==> config.mk <==
export PLATFORM = sky130hd
export DESIGN_NAME = crf_mac
export DESIGN_NICKNAME = d
export VERILOG_FILES = /design/src/hw/rtl/crf_pkg.sv /design/src/hw/rtl/crf_mac.sv
export SDC_FILE = /design/constraint.sdc
export NUM_CORES = 2
export LEC_CHECK = 0
export BUFFER_PORTS_ARGS = -buffer_cell sky130_fd_sc_hd__buf_2
export CAP_MARGIN = 0
export CORE_MARGIN = 2
export CORE_UTILIZATION = 40
export DETAILED_ROUTE_END_ITERATION = 6
export GPL_TIMING_DRIVEN = 0
export PLACE_DENSITY_LB_ADDON = 0.15
export SYNTH_ARGS = -nofsm -noshare
export SYNTH_HDL_FRONTEND = slang
export SYNTH_SLANG_ARGS = --single-unit
==> constraint.sdc <==
create_clock -name i_clk -period 13.7 [get_ports i_clk]
set_clock_uncertainty 0.2 [all_clocks]
set_input_delay 2.74 -clock i_clk [delete_from_list [all_inputs] [get_ports i_clk]]
set_output_delay 2.74 -clock i_clk [all_outputs]
set_load 0.02 [all_outputs]
==> src/hw/rtl/crf_pkg.sv <==
`timescale 1ns / 1ps
`default_nettype none
// ----------------------------------------------------------------------------
// crf_pkg
// Shared widths, codes, payload types and the Horner rounding function
// for the complex rational function evaluator.
// ----------------------------------------------------------------------------
package crf_pkg;

    localparam int WORD_BITS = 32;
    localparam int FRAC_BITS = 24;
    // accumulator width: sum of two full products plus headroom
    localparam int ACC_BITS  = 2 * WORD_BITS + 2;
    localparam int DVD_BITS  = ACC_BITS + FRAC_BITS;
    localparam int CNT_BITS  = $clog2(DVD_BITS + 1);

    // MAC operation codes
    localparam logic [1:0] MAC_NOP  = 2'd0;
    localparam logic [1:0] MAC_LOAD = 2'd1;
    localparam logic [1:0] MAC_ADD  = 2'd2;
    localparam logic [1:0] MAC_SUB  = 2'd3;

    typedef logic signed [WORD_BITS-1:0] t_word;
    typedef logic signed [ACC_BITS-1:0]  t_acc;

    typedef struct packed {
        t_word point_re;
        t_word point_im;
        t_word coef_re;
        t_word coef_im;
        logic  to_denominator;
        logic  last;
    } t_in_req;

    typedef struct packed {
        t_word quot_re;
        t_word quot_im;
        logic  div_by_zero;
    } t_out_req;

    typedef struct packed {
        logic [1:0] op;
        t_word      a;
        t_word      b;
    } t_mac_ctl;

    // round product sum to nearest (ties up), add coefficient, saturate
    function automatic t_word horner_fin(t_acc prod, t_word coef);
        logic signed [ACC_BITS:0]             sum;
        logic signed [ACC_BITS-FRAC_BITS:0]   shr;
        logic signed [ACC_BITS-FRAC_BITS+1:0] tot;
        logic signed [ACC_BITS-FRAC_BITS+1:0] smax;
        logic signed [ACC_BITS-FRAC_BITS+1:0] smin;
        sum  = {prod[ACC_BITS-1], prod}
             + ((ACC_BITS+1)'(1) <<< (FRAC_BITS - 1));
        shr  = sum[ACC_BITS:FRAC_BITS];
        tot  = {shr[ACC_BITS-FRAC_BITS], shr}
             + (ACC_BITS-FRAC_BITS+2)'(coef);
        smax = (ACC_BITS-FRAC_BITS+2)'({1'b0, {(WORD_BITS-1){1'b1}}});
        smin = -smax - (ACC_BITS-FRAC_BITS+2)'(1);
        if (tot > smax) begin
            horner_fin = {1'b0, {(WORD_BITS-1){1'b1}}};
        end else if (tot < smin) begin
            horner_fin = {1'b1, {(WORD_BITS-1){1'b0}}};
        end else begin
            horner_fin = tot[WORD_BITS-1:0];
        end
    endfunction

endpackage
`default_nettype wire

==> src/hw/rtl/crf_mac.sv <==
`timescale 1ns / 1ps
`default_nettype none
// ----------------------------------------------------------------------------
// crf_mac
// Shared signed multiply-accumulate: registered product, then accumulate.
// An issued operation reaches o_acc through the product register and then the accumulator register.
// ----------------------------------------------------------------------------
module crf_mac
    import crf_pkg::*;
(
    input  wire      i_clk,
    input  wire      i_rst_n,
    input  t_mac_ctl i_ctl,
    output t_acc     o_acc
);

    logic [1:0]                     r_op;
    logic signed [2*WORD_BITS-1:0]  r_prod;
    t_acc                           r_acc;

    // product stage
    always_ff @(posedge i_clk) begin
        if (!i_rst_n) begin
            r_op <= MAC_NOP;
        end else begin
            r_op <= i_ctl.op;
        end
        r_prod <= i_ctl.a * i_ctl.b;
    end

    // accumulate stage
    always_ff @(posedge i_clk) begin
        unique case (r_op)
            MAC_LOAD: r_acc <= t_acc'(r_prod);
            MAC_ADD:  r_acc <= r_acc + t_acc'(r_prod);
            MAC_SUB:  r_acc <= r_acc - t_acc'(r_prod);
            default:  r_acc <= r_acc;
        endcase
    end

    assign o_acc = r_acc;

endmodule
`default_nettype wire

# ---- Word level (Yosys, flattened, before mapping)
# Cells that the tools add are included.
dict set report op_classes {
  add_sub_neg 2
  mul 1
  n_div 0
  n_lt_le_gt_ge 0
  eq_ne 3
  shift 0
  muxes 1
  bitwise_logic 0
  reduce_logical 1
}
# op count
set ops {}
lappend ops {{case mux 66 bit (3 select lines)} 1}
lappend ops {{adder 66 x 64 -> 66 bit} 1}
lappend ops {{subtractor 66 x 64 -> 66 bit} 1}
lappend ops {{multiplier 32 x 32 -> 64 bit} 1}
lappend ops {{equality test 2 bit, second input constant} 2}
lappend ops {{nonzero test 3 bit} 1}
lappend ops {{equality test 2 x 1 -> 1 bit, second input constant} 1}
dict set report totals {
  reg_bits 132
  latchBits 0
  mem_bits_rw 0
  romBits 0
  output_inout_bits 66
  wordCells 11
  mem_count 0
}

# ---- Depth between registers and ports, before layout
dict set report logic_depth {
  word_depth 2
  depth_mapped 32
}

# ---- Least setup slack after synthesis
# OpenSTA, ideal clock, no wires.
dict set report synth_timing {
  kind {input to register}
  start {input i_ctl[63] in the netlist's numbering}
  end {register r_prod[61]}
  setup_ns 0.072
  t_arrival_ns 10.218
  t_required_ns 13.428
  path_slack_ns 3.210
  path_stages 30
  n_path_buf 2
  cell_sequence {clkbuf_1 > nand2_1 > inv_1 > fa_1 > inv_1 > fa_1 > inv_1 > fa_1 > fa_1 > inv_1 > fa_1 > inv_1 > fa_1 > inv_1 > fa_1 > inv_1 > fa_1 > ha_1 > clkbuf_1 > a21oi_1 > nor2b_1 > o21ai_0 > nand2b_1 > a21o_1 > a21oi_1 > o21ai_0 > a21o_1 > a31o_1 > a21oi_1 > xnor2_1}
}
dict set report synth_via {
  elab_chain_len 1
}
# element line
set synth_lines {}
lappend synth_lines {{start, declared} crf_mac.sv:13} ;# input t_mac_ctl i_ctl,
lappend synth_lines {{multiplier 32 x 32 -> 64 bit} crf_mac.sv:28} ;# r_prod <= i_ctl.a * i_ctl.b;
lappend synth_lines {{end signal, assigned} crf_mac.sv:28}
lappend synth_lines {{end, declared} crf_mac.sv:18} ;# logic signed [2*WORD_BITS-1:0] r_prod;
# No other way between the ends.
# A chain may end at the register's enable or synchronous reset.

# ---- Worst setup path after layout
dict set report layout_timing {
  start {input i_ctl[5] in the netlist's numbering}
  end {register r_prod[61]}
}
# Same word-level chain as after synthesis.

==> flow_summary.yaml <==
run_status:
  status: "finished with violations"
  failed_checks: "max-capacitance violations, max-slew violations"
floorplan:
  rows: 122
  io_pins: 134
  die_area_mm2: 0.115
  die_w_um: 339
  initial_core_util_pct: 40.5
  die_h_um: 339
  core-area_mm2: 0.111
grt:
  grt_start_max_net_pins: 50
  globalRouteOverflowTotal: 0
  grt_pass1_vias: 36125
  grt_pass1_wl_um: 251000
  grt_antenna_before_repair: 13
  track_usage_pct: 30.2
sta:
  finalCritPeriodShare_pct: 88.6
  tightest_slew_ps: 1540
  setup_viol_count_final: 0
  max_freq_mhz: 82.4
  slew_headroom_pct: -2.38
  finalMaxSlewViolations: 11
  fin_ws_ps: 1560
  fin_crit_ps: 12140
  fin_tns_setup_ps: 0
  hold_viol_final: 0
  grt_setup_unrepaired: "no"
yosys:
  synth_edf_count: 66
  async_flop_share_pct: 0
  synth_seq_cells: 132
  syn_nets: 6219
  syn_inst: 4818
  netlist_area_mm2: 0.0449
  yosysSeqAreaShare_pct: 7.36
  ys.flop_type: "edfxtp_1"
  yosysUniqueCellTypes: 83
  postSynthAreaPerCell_um2: 9.32
  yosysWarnings: 0
worst_setup_path:
  r2r-start: "r_prod[4]$_DFF_P_"
  critPathRequiredTime_ps: 13920
  startpoint_type: "input pin"
  arrival_ps: 12360
  ff2ff_path_depth: 24
  critPathKind: "in -> reg"
  cpPeakStageDelay_ps: 950
  reg2reg_slack_ps: 6890
  r2r-end: "o_acc[65]$_DFFE_PP_"
  critPathCaptureType: "flop"
  crit_buf_inv: 10
  cpLargestDelayFamily: "adder cells"
  startpoint: "i_ctl[5]"
  cpMostUsedCell: "fa_1"
  cp_max_fo: 10
  cp_slowest_cell: "fa_1"
cts:
  cts.sinks: 132
  cts_max_level: 4
  cts_setup_buffers: 0
  clkTransAtPathRegs_ps: 50
  cts_root_buf: "clkbuf_16"
  cts-hold-fix-buffers: 0
  cts_resized: 0
  numCtsBuffers: 25
  insertion_delay_ps: 500
  clockBufferDepth: 3
  cts_tree: "built"
drt:
  vias: 34312
  routed_wl_um: 172000
  dr.pass1.iters: 5
  drt_iter0_markers: 3252
  post_drt_wl_per_cell_um: 26.5
  antenna_left: 0
  post_drt_via_cell_ratio: 5.29
  drcViolationCount: 0
placement:
  dp_hpwl_um: 141000
  port_buffers: 133
  place_inst: 6441
  gp_congestion: 0.995
  dpl_worst_slack_ps: 1190
run:
  drv_cap: 1
worst_hold_path:
  hold_depth: 1
  holdPathEnd: "o_acc[37]$_DFFE_PP_"
  hold_class: "reg -> reg"
  hold_start: "r_prod[37]$_DFF_P_"
layout:
  drive_above_1_share_pct: 4.63
  area_growth_pct: 7.30
  stdcell_count: 6482
  fin_nets: 6381
-- cell usage in the layout, fill, tap and decap left out, types with 5 or more instances in the layout --
| cell | netlist | layout |
|---|---|---|
| nand2b_1 | 18 | 18 |
| nor3_1 | 27 | 27 |
| nand4_1 | 25 | 25 |
| o21bai_1 | 16 | 16 |
| nor2b_1 | 15 | 15 |
| xnor2_1 | 117 | 117 |
| o311ai_1 | 5 | 5 |
| ha_1 | 250 | 250 |
| dfxtp_1 | 66 | 66 |
| or4_1 | 5 | 5 |
| o211ai_1 | 8 | 8 |
| nor4_1 | 9 | 9 |
| buf_2 | 1 | 134 |
| a21oi_1 | 158 | 158 |
| and3_1 | 14 | 14 |
| o31ai_1 | 15 | 15 |
| edfxtp_1 | 66 | 66 |
| clkbuf_16 | 0 | 25 |
| a21o_1 | 79 | 79 |
| clkbuf_1 | 232 | 234 |
| and2_1 | 498 | 498 |
| o21ai_0 | 69 | 69 |
| o21ai_1 | 17 | 17 |
| o21a_1 | 10 | 10 |
| a221oi_1 | 5 | 5 |
| a31oi_1 | 15 | 15 |
| mux2_2 | 43 | 43 |
| or3_1 | 5 | 5 |
| fa_1 | 1083 | 1083 |
| inv_1 | 1027 | 1027 |
| a21boi_0 | 5 | 5 |
| nand2_1 | 603 | 603 |
| diode_2 | 0 | 9 |
| nor2_1 | 127 | 127 |
| nand3_1 | 25 | 25 |
| xor2_1 | 67 | 67 |
| a211oi_1 | 10 | 10 |
-- metrics by stage --
| stage | util [%] | hold WS [ps] | cell area (µm²) |
|---|---|---|---|
| floorplan | - | 362 | 44900 |
| global placement | 42.7 | 383 | 47400 |
| detailed placement | 42.8 | 392 | 47500 |
| CTS | 43.4 | 404 | 48200 |
| global route | 43.4 | 441 | 48200 |
| finish | 43.4 | 403 | 48200 |
-- cells by family after synthesis --
kind of cell / after synthesis / synth area share (%)
AO/OA/AOI/OAI: 460 / 6.57
XOR/XNOR: 184 / 3.59
adder cells (fa/ha/maj): 1333 / 55.2
buffers and inverters: 1265 / 10.6
flip-flops: 132 / 7.36
multiplexers: 46 / 1.15
AND/OR/NAND/NOR: 1398 / 15.5
-- cell type report --
type | instances | area (µm²)
fillers | 11160 | 62800
repair buffers | 135 | 708
clock buffers | 27 | 633
diodes | 9 | 22.5
plain buffers | 237 | 895
clock inverters | 5 | 50.0
multi-input cells | 3421 | 36900
flip-flops and latches | 132 | 3300
well taps | 1488 | 1860
inverters | 1028 | 3860
-- registers in the layout (all words and copies together), names as in the netlist --
signal / count
o_acc: 66
r_prod: 64
r_op: 2
-- Yosys cell counts, types with 4 or more instances --
master | n | area share (%)
a211o_1 | 4 | 0.078
a211oi_1 | 10 | 0.17
a21boi_0 | 5 | 0.084
a21o_1 | 79 | 1.3
a21oi_1 | 158 | 1.8
a21oi_2 | 4 | 0.078
a221oi_1 | 5 | 0.098
a31oi_1 | 15 | 0.21
and2_1 | 498 | 6.9
and3_1 | 14 | 0.20
clkbuf_1 | 232 | 1.9
dfxtp_1 | 66 | 2.9
edfxtp_1 | 66 | 4.4
fa_1 | 1083 | 48
ha_1 | 250 | 7.0
inv_1 | 1027 | 8.6
mux2_2 | 43 | 1.1
nand2_1 | 603 | 5.0
nand2b_1 | 18 | 0.25
nand3_1 | 25 | 0.28
nand4_1 | 25 | 0.35
nor2_1 | 127 | 1.1
nor2b_1 | 15 | 0.21
nor3_1 | 27 | 0.30
nor4_1 | 9 | 0.13
o211ai_1 | 8 | 0.13
o21a_1 | 10 | 0.17
o21ai_0 | 69 | 0.77
o21ai_1 | 17 | 0.19
o21bai_1 | 16 | 0.27
o311ai_1 | 5 | 0.098
o31ai_1 | 15 | 0.25
o41ai_1 | 4 | 0.078
or3_1 | 5 | 0.070
or4_1 | 5 | 0.084
xnor2_1 | 117 | 2.3
xor2_1 | 67 | 1.3
-- how the worst max path moves through the flow --
stage	to	cells after the start	slack (ps)
after global placement	r_prod[62]$_DFF_P_	28	1020
final	r_prod[61]$_DFF_P_	31	1560
after floorplan	r_prod[61]$_DFF_P_	30	3210
after CTS	r_prod[62]$_DFF_P_	28	1680
after detailed placement	r_prod[62]$_DFF_P_	28	1190
after global routing	r_prod[61]$_DFF_P_	31	1110
-- routing by layer --
metal	wire length [µm]	vias up	track usage, %
li1	-	14766	-
met1	71900	17521	41.2
met2	75100	1671	46.4
met3	17300	350	7.22
met4	7530	4	12.0
met5	23	-	0
Power is not shown: default switching activity piles up to over one toggle a cycle in this logic, so the estimate is an artifact.
