## config.mk

```make
export PLATFORM = sky130hd
export DESIGN_NAME = crf_div
export DESIGN_NICKNAME = d
export VERILOG_FILES = /design/src/hw/rtl/crf_pkg.sv /design/src/hw/rtl/crf_div.sv
export SDC_FILE = /design/constraint.sdc
export NUM_CORES = 1
export LEC_CHECK = 0
export BUFFER_PORTS_ARGS = -buffer_cell sky130_fd_sc_hd__buf_2
export CORE_MARGIN = 2
export CORE_UTILIZATION = 55
export CTS_BUF_LIST = sky130_fd_sc_hd__clkbuf_8
export DETAILED_ROUTE_END_ITERATION = 10
export GPL_ROUTABILITY_DRIVEN = 0
export PLACE_DENSITY = 0.75
export REMOVE_ABC_BUFFERS = 1
export SYNTH_ARGS = -nofsm -noshare
export SYNTH_HDL_FRONTEND = slang
export SYNTH_SLANG_ARGS = --single-unit
```

## constraint.sdc

```tcl
create_clock -name i_clk -period 16.3 [get_ports i_clk]
set_input_delay 0.815 -clock i_clk [delete_from_list [all_inputs] [get_ports i_clk]]
set_output_delay 0.815 -clock i_clk [all_outputs]
set_load 0.02 [all_outputs]
```

## src/hw/rtl/crf_pkg.sv

```systemverilog
`timescale 1ns / 1ps
`default_nettype none
// ----------------------------------------------------------------------------
// crf_pkg
// Shared widths, codes, payload types and the Horner rounding function
// for the complex rational function evaluator.
// ----------------------------------------------------------------------------
package crf_pkg;

    localparam int WORD_BITS = 32;
    localparam int FRAC_BITS = 24;
    // accumulator width: sum of two full products plus headroom
    localparam int ACC_BITS  = 2 * WORD_BITS + 2;
    localparam int DVD_BITS  = ACC_BITS + FRAC_BITS;
    localparam int CNT_BITS  = $clog2(DVD_BITS + 1);

    // MAC operation codes
    localparam logic [1:0] MAC_NOP  = 2'd0;
    localparam logic [1:0] MAC_LOAD = 2'd1;
    localparam logic [1:0] MAC_ADD  = 2'd2;
    localparam logic [1:0] MAC_SUB  = 2'd3;

    typedef logic signed [WORD_BITS-1:0] t_word;
    typedef logic signed [ACC_BITS-1:0]  t_acc;

    typedef struct packed {
        t_word point_re;
        t_word point_im;
        t_word coef_re;
        t_word coef_im;
        logic  to_denominator;
        logic  last;
    } t_in_req;

    typedef struct packed {
        t_word quot_re;
        t_word quot_im;
        logic  div_by_zero;
    } t_out_req;

    typedef struct packed {
        logic [1:0] op;
        t_word      a;
        t_word      b;
    } t_mac_ctl;

    // round product sum to nearest (ties up), add coefficient, saturate
    function automatic t_word horner_fin(t_acc prod, t_word coef);
        logic signed [ACC_BITS:0]             sum;
        logic signed [ACC_BITS-FRAC_BITS:0]   shr;
        logic signed [ACC_BITS-FRAC_BITS+1:0] tot;
        logic signed [ACC_BITS-FRAC_BITS+1:0] smax;
        logic signed [ACC_BITS-FRAC_BITS+1:0] smin;
        sum  = {prod[ACC_BITS-1], prod}
             + ((ACC_BITS+1)'(1) <<< (FRAC_BITS - 1));
        shr  = sum[ACC_BITS:FRAC_BITS];
        tot  = {shr[ACC_BITS-FRAC_BITS], shr}
             + (ACC_BITS-FRAC_BITS+2)'(coef);
        smax = (ACC_BITS-FRAC_BITS+2)'({1'b0, {(WORD_BITS-1){1'b1}}});
        smin = -smax - (ACC_BITS-FRAC_BITS+2)'(1);
        if (tot > smax) begin
            horner_fin = {1'b0, {(WORD_BITS-1){1'b1}}};
        end else if (tot < smin) begin
            horner_fin = {1'b1, {(WORD_BITS-1){1'b0}}};
        end else begin
            horner_fin = tot[WORD_BITS-1:0];
        end
    endfunction

endpackage
`default_nettype wire

```

## src/hw/rtl/crf_div.sv

```systemverilog
`timescale 1ns / 1ps
`default_nettype none
// ----------------------------------------------------------------------------
// crf_div
// Radix-2 restoring divider: round(num * 2^FRAC / den), ties away from
// zero, saturated to a signed word. One quotient bit per cycle.
// ----------------------------------------------------------------------------
module crf_div
    import crf_pkg::*;
(
    input  wire                        i_clk,
    input  wire                        i_rst_n,
    input  wire                        i_start,
    input  t_acc                       i_num,
    input  wire  [2*WORD_BITS-1:0]     i_den,
    output logic                       o_done,
    output t_word                      o_quot
);

    logic                    r_busy;
    logic                    r_fin;
    logic [CNT_BITS-1:0]     r_cnt;
    logic [DVD_BITS-1:0]     r_dvd;
    logic [2*WORD_BITS:0]    r_rem;
    logic [WORD_BITS:0]      r_q;
    logic                    r_big;
    logic                    r_neg;
    logic [2*WORD_BITS-1:0]  r_den;
    t_word                   r_quot;

    logic [2*WORD_BITS:0]    rs;
    logic                    ge;
    logic [WORD_BITS:0]      qs;
    logic                    rnd;
    logic [WORD_BITS:0]      qf;
    t_word                   quot;
    logic [ACC_BITS-1:0]     mag;

    // one restoring step
    always_comb begin
        rs = {r_rem[2*WORD_BITS-1:0], r_dvd[DVD_BITS-1]};
        ge = rs >= {1'b0, r_den};
        qs = {r_q[WORD_BITS-1:0], ge};
    end

    // rounding and saturation
    always_comb begin
        rnd = {r_rem, 1'b0} >= {2'b00, r_den};
        qf  = r_q + (WORD_BITS+1)'(rnd);
        if (r_neg) begin
            if (r_big || qf > (WORD_BITS+1)'({1'b1, {(WORD_BITS-1){1'b0}}})) begin
                quot = {1'b1, {(WORD_BITS-1){1'b0}}};
            end else begin
                quot = -qf[WORD_BITS-1:0];
            end
        end else begin
            if (r_big || qf > (WORD_BITS+1)'({1'b0, {(WORD_BITS-1){1'b1}}})) begin
                quot = {1'b0, {(WORD_BITS-1){1'b1}}};
            end else begin
                quot = qf[WORD_BITS-1:0];
            end
        end
    end

    assign mag = i_num[ACC_BITS-1] ? -i_num : i_num;

    // control
    always_ff @(posedge i_clk) begin
        if (!i_rst_n) begin
            r_busy <= 1'b0;
            r_fin  <= 1'b0;
            o_done <= 1'b0;
        end else begin
            o_done <= r_fin;
            r_fin  <= 1'b0;
            if (i_start) begin
                r_busy <= 1'b1;
            end else if (r_busy && r_cnt == CNT_BITS'(1)) begin
                r_busy <= 1'b0;
                r_fin  <= 1'b1;
            end
        end
    end

    // datapath
    always_ff @(posedge i_clk) begin
        if (i_start) begin
            r_cnt <= CNT_BITS'(DVD_BITS);
            r_dvd <= {mag, {FRAC_BITS{1'b0}}};
            r_rem <= '0;
            r_q   <= '0;
            r_big <= 1'b0;
            r_neg <= i_num[ACC_BITS-1];
            r_den <= i_den;
        end else if (r_busy) begin
            r_cnt <= r_cnt - CNT_BITS'(1);
            r_dvd <= {r_dvd[DVD_BITS-2:0], 1'b0};
            r_rem <= ge ? rs - {1'b0, r_den} : rs;
            if (!r_big) begin
                r_q <= qs;
                if (qs[WORD_BITS]) begin
                    r_big <= 1'b1;
                end
            end
        end
        if (r_fin) begin
            r_quot <= quot;
        end
    end

    assign o_quot = r_quot;

endmodule
`default_nettype wire

```

---- Word-level counts from Yosys, hierarchy flattened ----
Cells that the tools add are included.
cells by class
  magnitude comparators ................... 4
  eq/ne operators ......................... 1
  reduce and logical (&&, ||, !) cells .... 7
  bitwise logic cells ..................... 2
  add/subtract/negate cells ............... 5
  mux-type cells .......................... 12
operators by type and width
  cell                    count
  $mux W90                2
  $mux W32                3
  $ge A66 B64 Y1          1
  $mux W66                1
  $neg A66 Y66            1
  $ge A65 B64 Y1          1
  $mux W65                1
  $sub A65 B64 Y65        1
  $add A33 B1 Y33         1
  $gt A33 B31 Y1 const B  1
  $gt A33 B32 Y1 const B  1
  $neg A32 Y32            1
  $eq A7 B1 Y1 const B    1
  $sub A7 B1 Y7 const B   1
  $mux W1                 5
  $reduce_bool A2 Y1      2
  $logic_or A1 B1 Y1      2
  $not A1 Y1              2
  $reduce_and A2 Y1       1
  $reduce_or A2 Y1        1
  $logic_and A1 B1 Y1     1
storage, ports and cells
  bits of input ports ..................... 133
  logic and storage cells ................. 42
  flip-flop bits (word level) ............. 272

---- Logic depth before layout (Yosys ltp) ----
Gate-level depths: netlist of the first run.
  word-level depth ........................ 6
  gate-level depth with buffers ........... 30
  mapped depth without buffers ............ 24

---- Worst setup path after synthesis of the first run ----
Ideal clock, no wire load.
  path kind ............................... reg2reg
  from .................................... reg r_den[25]
  to ...................................... reg r_quot[21] (netlist: o_quot[21]) (data pin)
  required time ........................... 16.120 ns
  period minus slack after synthesis ...... 5.496 ns
  buffers on the path ..................... 5
  setup time .............................. 0.180 ns
  cell stages (with the launch flop) ...... 26
  arrival time ............................ 5.316 ns
  path slack .............................. 10.804 ns
  cell sequence ........................... edfxtp_1 inv_1 ha_1 clkbuf_1 nand4_1 or3_1 o41ai_1 a2111oi_0 o21ai_0 a21oi_1 o41ai_1 ha_1 ha_1 buf_2 and4_4 buf_6 and3_1 buf_2 xnor2_1 or4_1 a2111oi_0 nand4b_1 nor4b_2 nor3_1 buf_2 a221oi_1
between the ends
  longest elaborated chain between the ends .. 6
  elaborated cells on any way between the ends .. 10
  classes of those cells .................. 2 x add/sub; 3 x order compare; 3 x mux; 2 x reduce/logical
RTL lines
  item                                              RTL line                      text
  from (decl)                                       crf_div.sv:28                 logic [2*WORD_BITS-1:0] r_den;
  from (signal assigned)                            crf_div.sv:94                 r_den <= i_den;
  $ge A66 B64 Y1 (*)                                crf_div.sv:48                 rnd = {r_rem, 1'b0} >= {2'b00, r_den};
  $add A33 B1 Y33 (*)                               crf_div.sv:49                 qf = r_q + (WORD_BITS+1)'(rnd);
  $gt A33 B31 Y1 or $gt A33 B32 Y1 (tied branches)  crf_div.sv:57, crf_div.sv:51
  $logic_or A1 B1 Y1, on equally long branches      crf_div.sv:57, crf_div.sv:51
  $mux W32, on equally long branches                crf_div.sv:57, crf_div.sv:51
  $mux W32 (*)                                      crf_div.sv:50                 if (r_neg) begin
  named net quot[21]                                crf_div.sv:36                 t_word quot;
  to (signal assigned)                              crf_div.sv:107                r_quot <= quot;
  to (decl)                                         crf_div.sv:29                 t_word r_quot;
Mark *: on every way through the listed nets, which the timed path passes. The rest lies on a longest branch.
A chain may end at the register's enable or synchronous reset.

---- Final worst setup path of the first run ----
  from .................................... reg r_den[9]
  to ...................................... reg r_quot[17] (netlist: o_quot[17]) (data pin)
The elaborated chain is that of the path after synthesis.

==> key figures, run 1 <==
Logic synthesis
  – Sequential-to-total area share from yosys stat: between 30 and 40%
  – Synth Cell Area: ~18,000 um^2
  – Synth async-reset ratio: 0%
  – Synth Area in Adders: 5.13%
  – Largest family of logic cells by synthesized area: compound AO/OA/AOI/OAI gates
  – Simple-gate share of the synthesized area: 19.9%
  – Biggest area consumer among synthesized cells: edfxtp_1
  – Synth Area in Compound Gates: slightly above 20%
  – Post-synthesis mux area share: less than 1%
  – Yosys reg bits: 272
  – Ys flop type: edfxtp_1
  – XOR/XNOR share of the synthesized area: roughly 8.6%
  – Number of synthesized flops with an enable pin: between 150 and 200
  – Unique cell type count in the Yosys netlist: 77
  – Synth warn: 0
  – Synth area leaders: edfxtp_1, dfxtp_1, a21oi_1
  – Synth Instances: 2,073
  – Synthesized area per cell: ~8.5 um^2
  – Post-synth top area share: 27.6%

Clocking
  – Root buffer cell: clkbuf_8
  – CTS max path bufs: 3
  – Sink Count: 272
  – Worst skew pair latency: 590 ps
  – Clock-pin transition on the worst setup and hold timing paths: around 60 ps
  – CTS Hold Bufs: 0
  – H-tree Lvls: 2
  – Cts bufs inserted: 46
  – CTS tree: built
  – Cts repair resizes: 0
  – Post-CTS Repair Setup Buffers: 0

Worst hold path
  – Hold Crit Class: in -> reg

Global route
  – Most Crowded Layer GR: met2
  – First-pass GRT wire length: 74,100 um
  – Largest net degree at the start of global routing: 120
  – GRT Resource Usage Total: between 20% and 30%
  – GRT met3 Usage: 5.41%
  – GR Layer Usage met1: 34.1%
  – Met2 Usage GRT: 44.1%
  – Vias in the first global route: 15,300
  – Initial antenna violation count: 7
  – GRT overflow: 0

Route
  – Final wirelength: 45,300 um
  – Post-detailed-route wirelength per cell: 17.3 um
  – Vias per cell: 6.11
  – Detailed-route DRC error count: 0
  – DR vias: between 15,000 and 20,000
  – Detailed-router iteration count before antenna repair: 7
  – DR iter-0 viols: around 1,300
  – Post-route ant nets: 0

Placed design
  – IO buf count: 165
  – Hpwl dp: roughly 32,000 um

Cells and area
  – Final core utilization: 62.0%
  – Area delta synth->final: 10.6%
  – Layout cell share with drive strength beyond 1: 12.8%
  – Fillers: 2,740
  – Nets: 2,373

Critical path
  – Worst reg2reg path depth: 24
  – Nature of the critical path endpoint: flop
  – CP max FO: 25
  – Worst reg2reg path startpoint: r_den[9]
  – CP Data Required Time: 16,640 ps
  – Crit path to: o_quot[17]
  – Worst Setup SP: r_den[9]
  – Critical Setup Path Class: reg -> reg
  – R2r setup slk: a little over 9000 ps
  – CP Data Arrival Time: 7590 ps
  – Worst r2r dst: o_quot[17]
  – Startpoint Class: flop

Floorplanning
  – Die width: ~180 um
  – Die height: 183 um
  – IO Pins: 166
  – Initial Utilization: between 50 and 60%
  – Row Count: 65
  – Core area: between 30,000 and 40,000 um^2
  – Die ar.: 33,700 um^2

Timing
  – Fin crit share: 44.4%
  – Post-layout min period: 7250 ps
  – Fmax: 138 MHz
  – Clock Skews: 33.5 ps
  – Headroom to the max-slew limit: 14.6%
  – Final hold vios: 0
  – Worst-margin pin slew: between 1000 and 1500 ps
  – Max Slew Vio Count: 0
  – Setup-failing EPs final: 0
  – RSZ-0062 raised after global routing: false
  – Total negative slack: 0 ps

Power and ir drop
  – Leak: 7.77 nW
  – Peak VDD IR: 0.0000627 V
  – PD cells: a little under 90 nW/um^2

Status
  – Status: finished, final reports clean

Flow run
  – Max Cap Viol: 0
state kept, by name, indices dropped and copies added (netlist names):
register / cells
r_neg: 1
r_big: 1
r_rem: 65
o_done: 1
r_dvd: 66
r_q: 33
r_cnt: 7
o_quot: 32
r_fin: 1
r_busy: 1
r_den: 64
cells by family after synthesis:
group / after synthesis
XOR/XNOR: 174
multiplexers: 11
buffers and inverters: 227
adder cells (fa/ha/maj): 72
AO/OA/AOI/OAI: 582
flip-flops: 272
AND/OR/NAND/NOR: 735
critical path, cell delays in order (launching register included):
cell and delay, ps:
edfxtp_1 320, inv_1 40, ha_1 440, nand2_1 90
o21ai_0 390, a21oi_1 80, o21ai_0 210, a21oi_1 90
o21ai_0 180, a2111oi_0 150, o21ai_0 180, a21oi_1 90
o41ai_1 690, ha_1 420, ha_1 380, nand4_1 330
nor4_1 710, nor4_1 100, a31o_1 240, nand4_1 150
nor2_2 110, and4_1 270, a21boi_2 260, and2_1 830
and3b_1 260
final cells by class:
class                           count  area, um^2  area share (%)
Antenna cell                        5        12.5          0.0638
Clock buffer                       49         674            3.44
Clock inverter                     35         295            1.51
Inverter                           97         364            1.86
Multi-Input combinational cell   1574        9750            49.8
Sequential cell                   272        7080            36.1
Tap cell                          402         503            2.57
Timing Repair Buffer              177         925            4.72
placed cells by master, fill, tap and decap left out, types with 13 or more instances in the layout:
cell type / n
and2_1: 14
xnor2_1: 56
inv_1: 108
and3_1: 20
o21bai_1: 15
edfxtp_1: 163
ha_1: 71
dfxtp_1: 108
a21oi_1: 226
buf_2: 164
nor2_1: 200
a211oi_1: 13
or3_1: 22
nand3_1: 41
clkbuf_8: 50
nor4_1: 23
nor3_1: 28
nand2_1: 253
nand2b_1: 16
o21ai_0: 111
a21o_1: 31
a311oi_1: 31
xor2_1: 118
nand4_1: 41
o31ai_1: 26
or4_1: 13
a221oi_1: 24
Yosys cell counts (5+ instances only):
cell type and number:
or2_2 7, a31oi_1 12, dfxtp_1 109, edfxtp_1 163, clkbuf_1 102, nand3b_1 5, o22ai_1 5, a22o_1 5
nor2_1 202, xnor2_1 56, nand2_1 253, a211oi_1 13, a21boi_0 8, or3_1 22, ha_1 71, or4_1 13
nor3_1 29, and3_1 20, or3_4 7, nand3_1 41, a32oi_1 11, and2_1 14, o31ai_1 26, o21bai_1 15
o41ai_1 11, a21o_1 31, o21a_1 9, inv_1 96, a311oi_1 31, nor4_1 23, a21oi_1 226, o211ai_1 9
nand2b_1 16, o21ai_0 111, xor2_1 118, buf_2 19, nand4_1 41, a221oi_1 24, and4_1 11, nor2b_1 12
mux2i_1 9
worst min-delay path by stage:
stage                     cells past startpoint  startpoint         to  slack, ps
after global routing                          1   i_den[56]  r_den[56]        380
after detailed placement                      2   r_rem[18]  r_rem[18]        480
after global placement                        2   r_rem[23]  r_rem[23]        470
after CTS                                     1   i_den[58]  r_den[58]        360
final                                         1   i_den[58]  r_den[58]        400
after floorplan                               2      r_q[0]     r_q[1]        440
where the power goes:
part	internal, mW	switching [mW]
sequential	0.778	0.0174
clock	0.361	0.295
combinational	0.114	0.190
total	1.25	0.502
metal layers:
| metal | part of all wire (%) | up-vias |
|---|---|---|
| li1 | - | 7714 |
| met1 | 43 | 7512 |
| met2 | 46 | 596 |
| met3 | 7.1 | 138 |
| met4 | 3.3 | 4 |
| met5 | 0.053 | - |
metrics by stage:
step	instances	power, mW	cell area, um^2	hold slack [ps]	setup WS, ps
after global routing	2608	1.84	19600	376	8330
after global placement	2522	1.10	18600	466	9520
after CTS	2606	1.77	19600	361	9180
after detailed placement	2522	1.11	18600	477	9210
final	2611	1.75	19600	397	9050
after floorplan	1943	1.01	17200	443	10330
No activity file was read; power rests on OpenSTA's default activity.
==> inputs of run 2 (changes only) <==
- ABC_AREA: not set -> 1
- PLACE_DENSITY: 0.75 -> 0.74
- clock period: 16.3 -> 6.94 ns (I/O delays scaled with it)
==> run 2 against run 1 <==
  * Global-route usage up 5.9 points
  * Synthesized cell count up 51%
  * Sequential power up 140%
  * Die area up 15%
  * First-iteration DRC count up 90%
  * Critical path type unchanged
  * Routed wire length up 40%
  * Sequential share of layout area down 5.9 points
  * Clock skew up 17 ps
  * Clock power rose to 2.5 times the previous value
  * Critical path depth down 1
  * Cell count up 47%
  * Highest routed layer unchanged
  * Fmax up 48%
==> key figures, run 2 <==
Timing
  – Clock Skews: 50.3 ps (+16.9 ps)
  – Fin crit share: 70.5% (+26 points)
  – Worst-margin pin slew: 1210 ps (-72.2 ps)
  – Post-layout min period: 4890 ps (-2350 ps)
  – Headroom to the max-slew limit: 19.4% (+4.8 points)
  – RSZ-0062 raised after global routing: false
  – Max Slew Vio Count: 0 (unchanged)
  – Worst hold margin: 85.1 ps (-312 ps)
  – Final hold vios: 0 (unchanged)
  – Fmax: 204 MHz (+48%)
  – Total negative slack: 0 ps (unchanged)
  – Setup-failing EPs final: 0 (unchanged)

Floorplanning
  – Initial Utilization: 55.9% (-0.077 points)
  – IO Pins: 166 (unchanged)
  – Core area: 36,700 um^2 (+16%)
  – Row Count: 70 (+7.7%)
  – Die height: 197 um (+7.5%)
  – Die ar.: 38,900 um^2 (+15%)
  – Die width: 197 um (+7.5%)

Cells and area
  – Layout cell share with drive strength beyond 1: 9.68% (-3.2 points)
  – Fillers: 3,441 (+26%)
  – Most frequent cells in the layout: nand2_1, inv_1, nor2_1
  – Commonest non-fill, non-tap cell in the layout: nand2_1
  – Area delta synth->final: 14.3%
  – Nets: 3,533 (+49%)
  – Register area: 7080 um^2 (about the same)
  – Largest register FFs: 66 (unchanged)
  – Largest registers: r_dvd x66, r_rem x65, r_den x64
  – Biggest register: r_dvd
  – Multi-input gate area: 11,400 um^2 (+17%)
  – Final core utilization: 63.9% (+2.0 points)

Global route
  – GRT Resource Usage Total: 32.4% (+5.9 points)
  – Vias in the first global route: 20,700 (+35%)
  – Initial antenna violation count: 4 (-3)
  – First-pass GRT wire length: 102,000 um (+38%)
  – Largest net degree at the start of global routing: 108 (-10%)
  – GRT overflow: 0 (unchanged)

Logic synthesis
  – Number of synthesized flops with an enable pin: 163 (unchanged)
  – Most instantiated library cell after synthesis: nand2_1
  – Synth area leaders: edfxtp_1, nand2_1, dfxtp_1
  – Synth top cells by count: nand2_1, inv_1, nor2_1, nand3_1, o21ai_0
  – Yosys reg bits: 272 (unchanged)
  – Ys flop type: edfxtp_1
  – Unique cell type count in the Yosys netlist: 48 (-38%)
  – Biggest area consumer among synthesized cells: edfxtp_1
  – Synth Cell Area: 20,500 um^2 (+16%)
  – Synth Instances: 3,120 (+51%)
  – Sequential-to-total area share from yosys stat: 34.5% (-5.5 points)
  – Synth async-reset ratio: 0% (unchanged)
  – Synth warn: 0 (unchanged)
  – Synthesized area per cell: 6.58 um^2 (-23%)
  – Post-synth top area share: 23.8% (-3.8 points)

Critical path
  – Worst reg2reg path startpoint: r_den[49]
  – CP Data Required Time: 7320 ps (-9320 ps)
  – CP Data Arrival Time: 5270 ps (-2320 ps)
  – Critical Setup Path Class: reg -> reg
  – Worst r2r dst: o_quot[4]
  – R2r setup slk: 2050 ps (-7010 ps)
  – Worst reg2reg path depth: 23 (-4.2%)
  – Startpoint Class: flop
  – CP max FO: 16 (-36%)
  – Nature of the critical path endpoint: flop

Route
  – DR vias: 21,700 (+36%)
  – Post-route ant nets: 0 (unchanged)
  – Detailed-route DRC error count: 0 (unchanged)
  – Final wirelength: 63,600 um (+40%)
  – Detailed-router iteration count before antenna repair: 8 (+1)
  – Post-detailed-route wirelength per cell: 16.6 um (-4.5%)
  – Vias per cell: 5.65 (-7.6%)
  – DR iter-0 viols: 2,486 (+90%)

Flow run
  – Max Cap Viol: 0 (unchanged)

Clocking
  – Sink Count: 272 (unchanged)
  – H-tree Lvls: 2 (unchanged)
  – CTS max path bufs: 3 (unchanged)
  – Cts bufs inserted: 48 (+4.3%)
  – Post-CTS Repair Setup Buffers: 0 (unchanged)
  – Worst skew pair latency: 670 ps (+80 ps)
  – Cts repair resizes: 0 (unchanged)
  – CTS Hold Bufs: 66 (+66)
  – Root buffer cell: clkbuf_8
  – CTS tree: built
  – Clock-pin transition on the worst setup and hold timing paths: 60 ps (about the same)

Worst hold path
  – Worst hold path startpoint: i_start
  – Hold Crit Class: in -> reg
  – Hold path depth: 2 (+1)
  – Worst Hold Endpoint: r_cnt[0]

Placed design
  – Hpwl dp: 47,100 um (+48%)
  – IO buf count: 165 (unchanged)

Power and ir drop
  – Leak: 11.1 nW (+43%)
  – Peak VDD IR: 0.000206 V (+230%)
  – Total Power: 4.24 mW (+140%)
  – PD cells: 181 nW/um^2 (+100%)

Status
  – Status: finished, final reports clean
==> run 2: cell count changes after synthesis, moves of 25 or more <==
| cell | before | now |
|---|---|---|
| xor2_1 | 118 | 53 |
| a21oi_1 | 226 | 137 |
| a21o_1 | 31 | 6 |
| o31ai_1 | 26 | 0 |
| clkbuf_1 | 102 | 60 |
| inv_1 | 96 | 450 |
| nor2_1 | 202 | 382 |
| nand3_1 | 41 | 275 |
| o21ai_0 | 111 | 178 |
| nand2_1 | 253 | 881 |
| a311oi_1 | 31 | 1 |
| nand4_1 | 41 | 106 |
==> run 2: cells by family (layout without fill, tap and decap cells) <==
logic type	after synthesis	count (layout)	share of synthesized area, %
flip-flops	272	272	34.5
XOR/XNOR	100	100	4.27
buffers and inverters	546	794	10.1
AND/OR/NAND/NOR	1744	1744	36.6
other	0	3	0
AO/OA/AOI/OAI	386	386	10.1
adder cells (fa/ha/maj)	72	72	4.43
==> run 2: worst max-delay path, cell delays in order, from the launching register on <==
cell and delay (ps):
edfxtp_1 330, inv_1 50, ha_1 380, nand2_1 120
nor2_1 160, inv_1 80, nor2_1 190, nand2_1 120
nor3_1 230, o211ai_1 140, nand3_1 160, ha_1 260
ha_1 260, nand2_2 130, nor2_8 200, nand2_4 100
nor2_8 160, nand3b_1 110, xor2_1 270, nand3_1 260
inv_2 340, nand2_1 150, nand2_2 260, nand3_1 130
==> run 2: power by group <==
part           leakage (nW)  internal [mW]  switching (mW)
clock                 0.600          0.920           0.732
combinational          8.00          0.242           0.470
sequential             2.48           1.83          0.0468
total                  11.1           2.99            1.25
==> run 2: area by class of cell <==
cell class,instances,area share [%]
Sequential cell,272,30.2
Tap cell,468,2.50
Clock inverter,31,1.06
Inverter,459,7.35
Multi-Input combinational cell,2302,48.6
Timing Repair Buffer,245,6.80
Clock buffer,59,3.46
Antenna cell,3,0.0320
==> run 2: how the worst max path moves through the flow <==
stage	slack, ps	endpoint	start
CTS	2200	o_quot[4]	r_den[49]
global placement	2360	o_quot[15]	r_den[48]
global route	1590	o_quot[11]	r_den[26]
finish	2050	o_quot[4]	r_den[49]
floorplan	680	r_q[0]	r_den[56]
detailed placement	2200	o_quot[2]	r_den[47]
==> run 2: through the flow <==
| step | cells | cell area (um^2) | setup WS (ps) |
|---|---|---|---|
| 2_1_floorplan | 3033 | 20200 | 680 |
| 3_3_place_gp | 3680 | 21700 | 2360 |
| 3_5_place_dp | 3680 | 21700 | 2200 |
| 4_1_cts | 3836 | 23500 | 2200 |
| 5_1_grt | 3838 | 23500 | 1590 |
| 6_report | 3839 | 23500 | 2050 |
==> run 2: metal layers <==
metal | track usage (%) | share of wire (%) | vias up
met1 | 40.8 | 41 | 9727
met4 | 16.8 | 5.4 | 2
li1 | - | - | 10500
met5 | 0 | 0.013 | -
met2 | 52.9 | 45 | 1156
met3 | 6.28 | 9.0 | 253
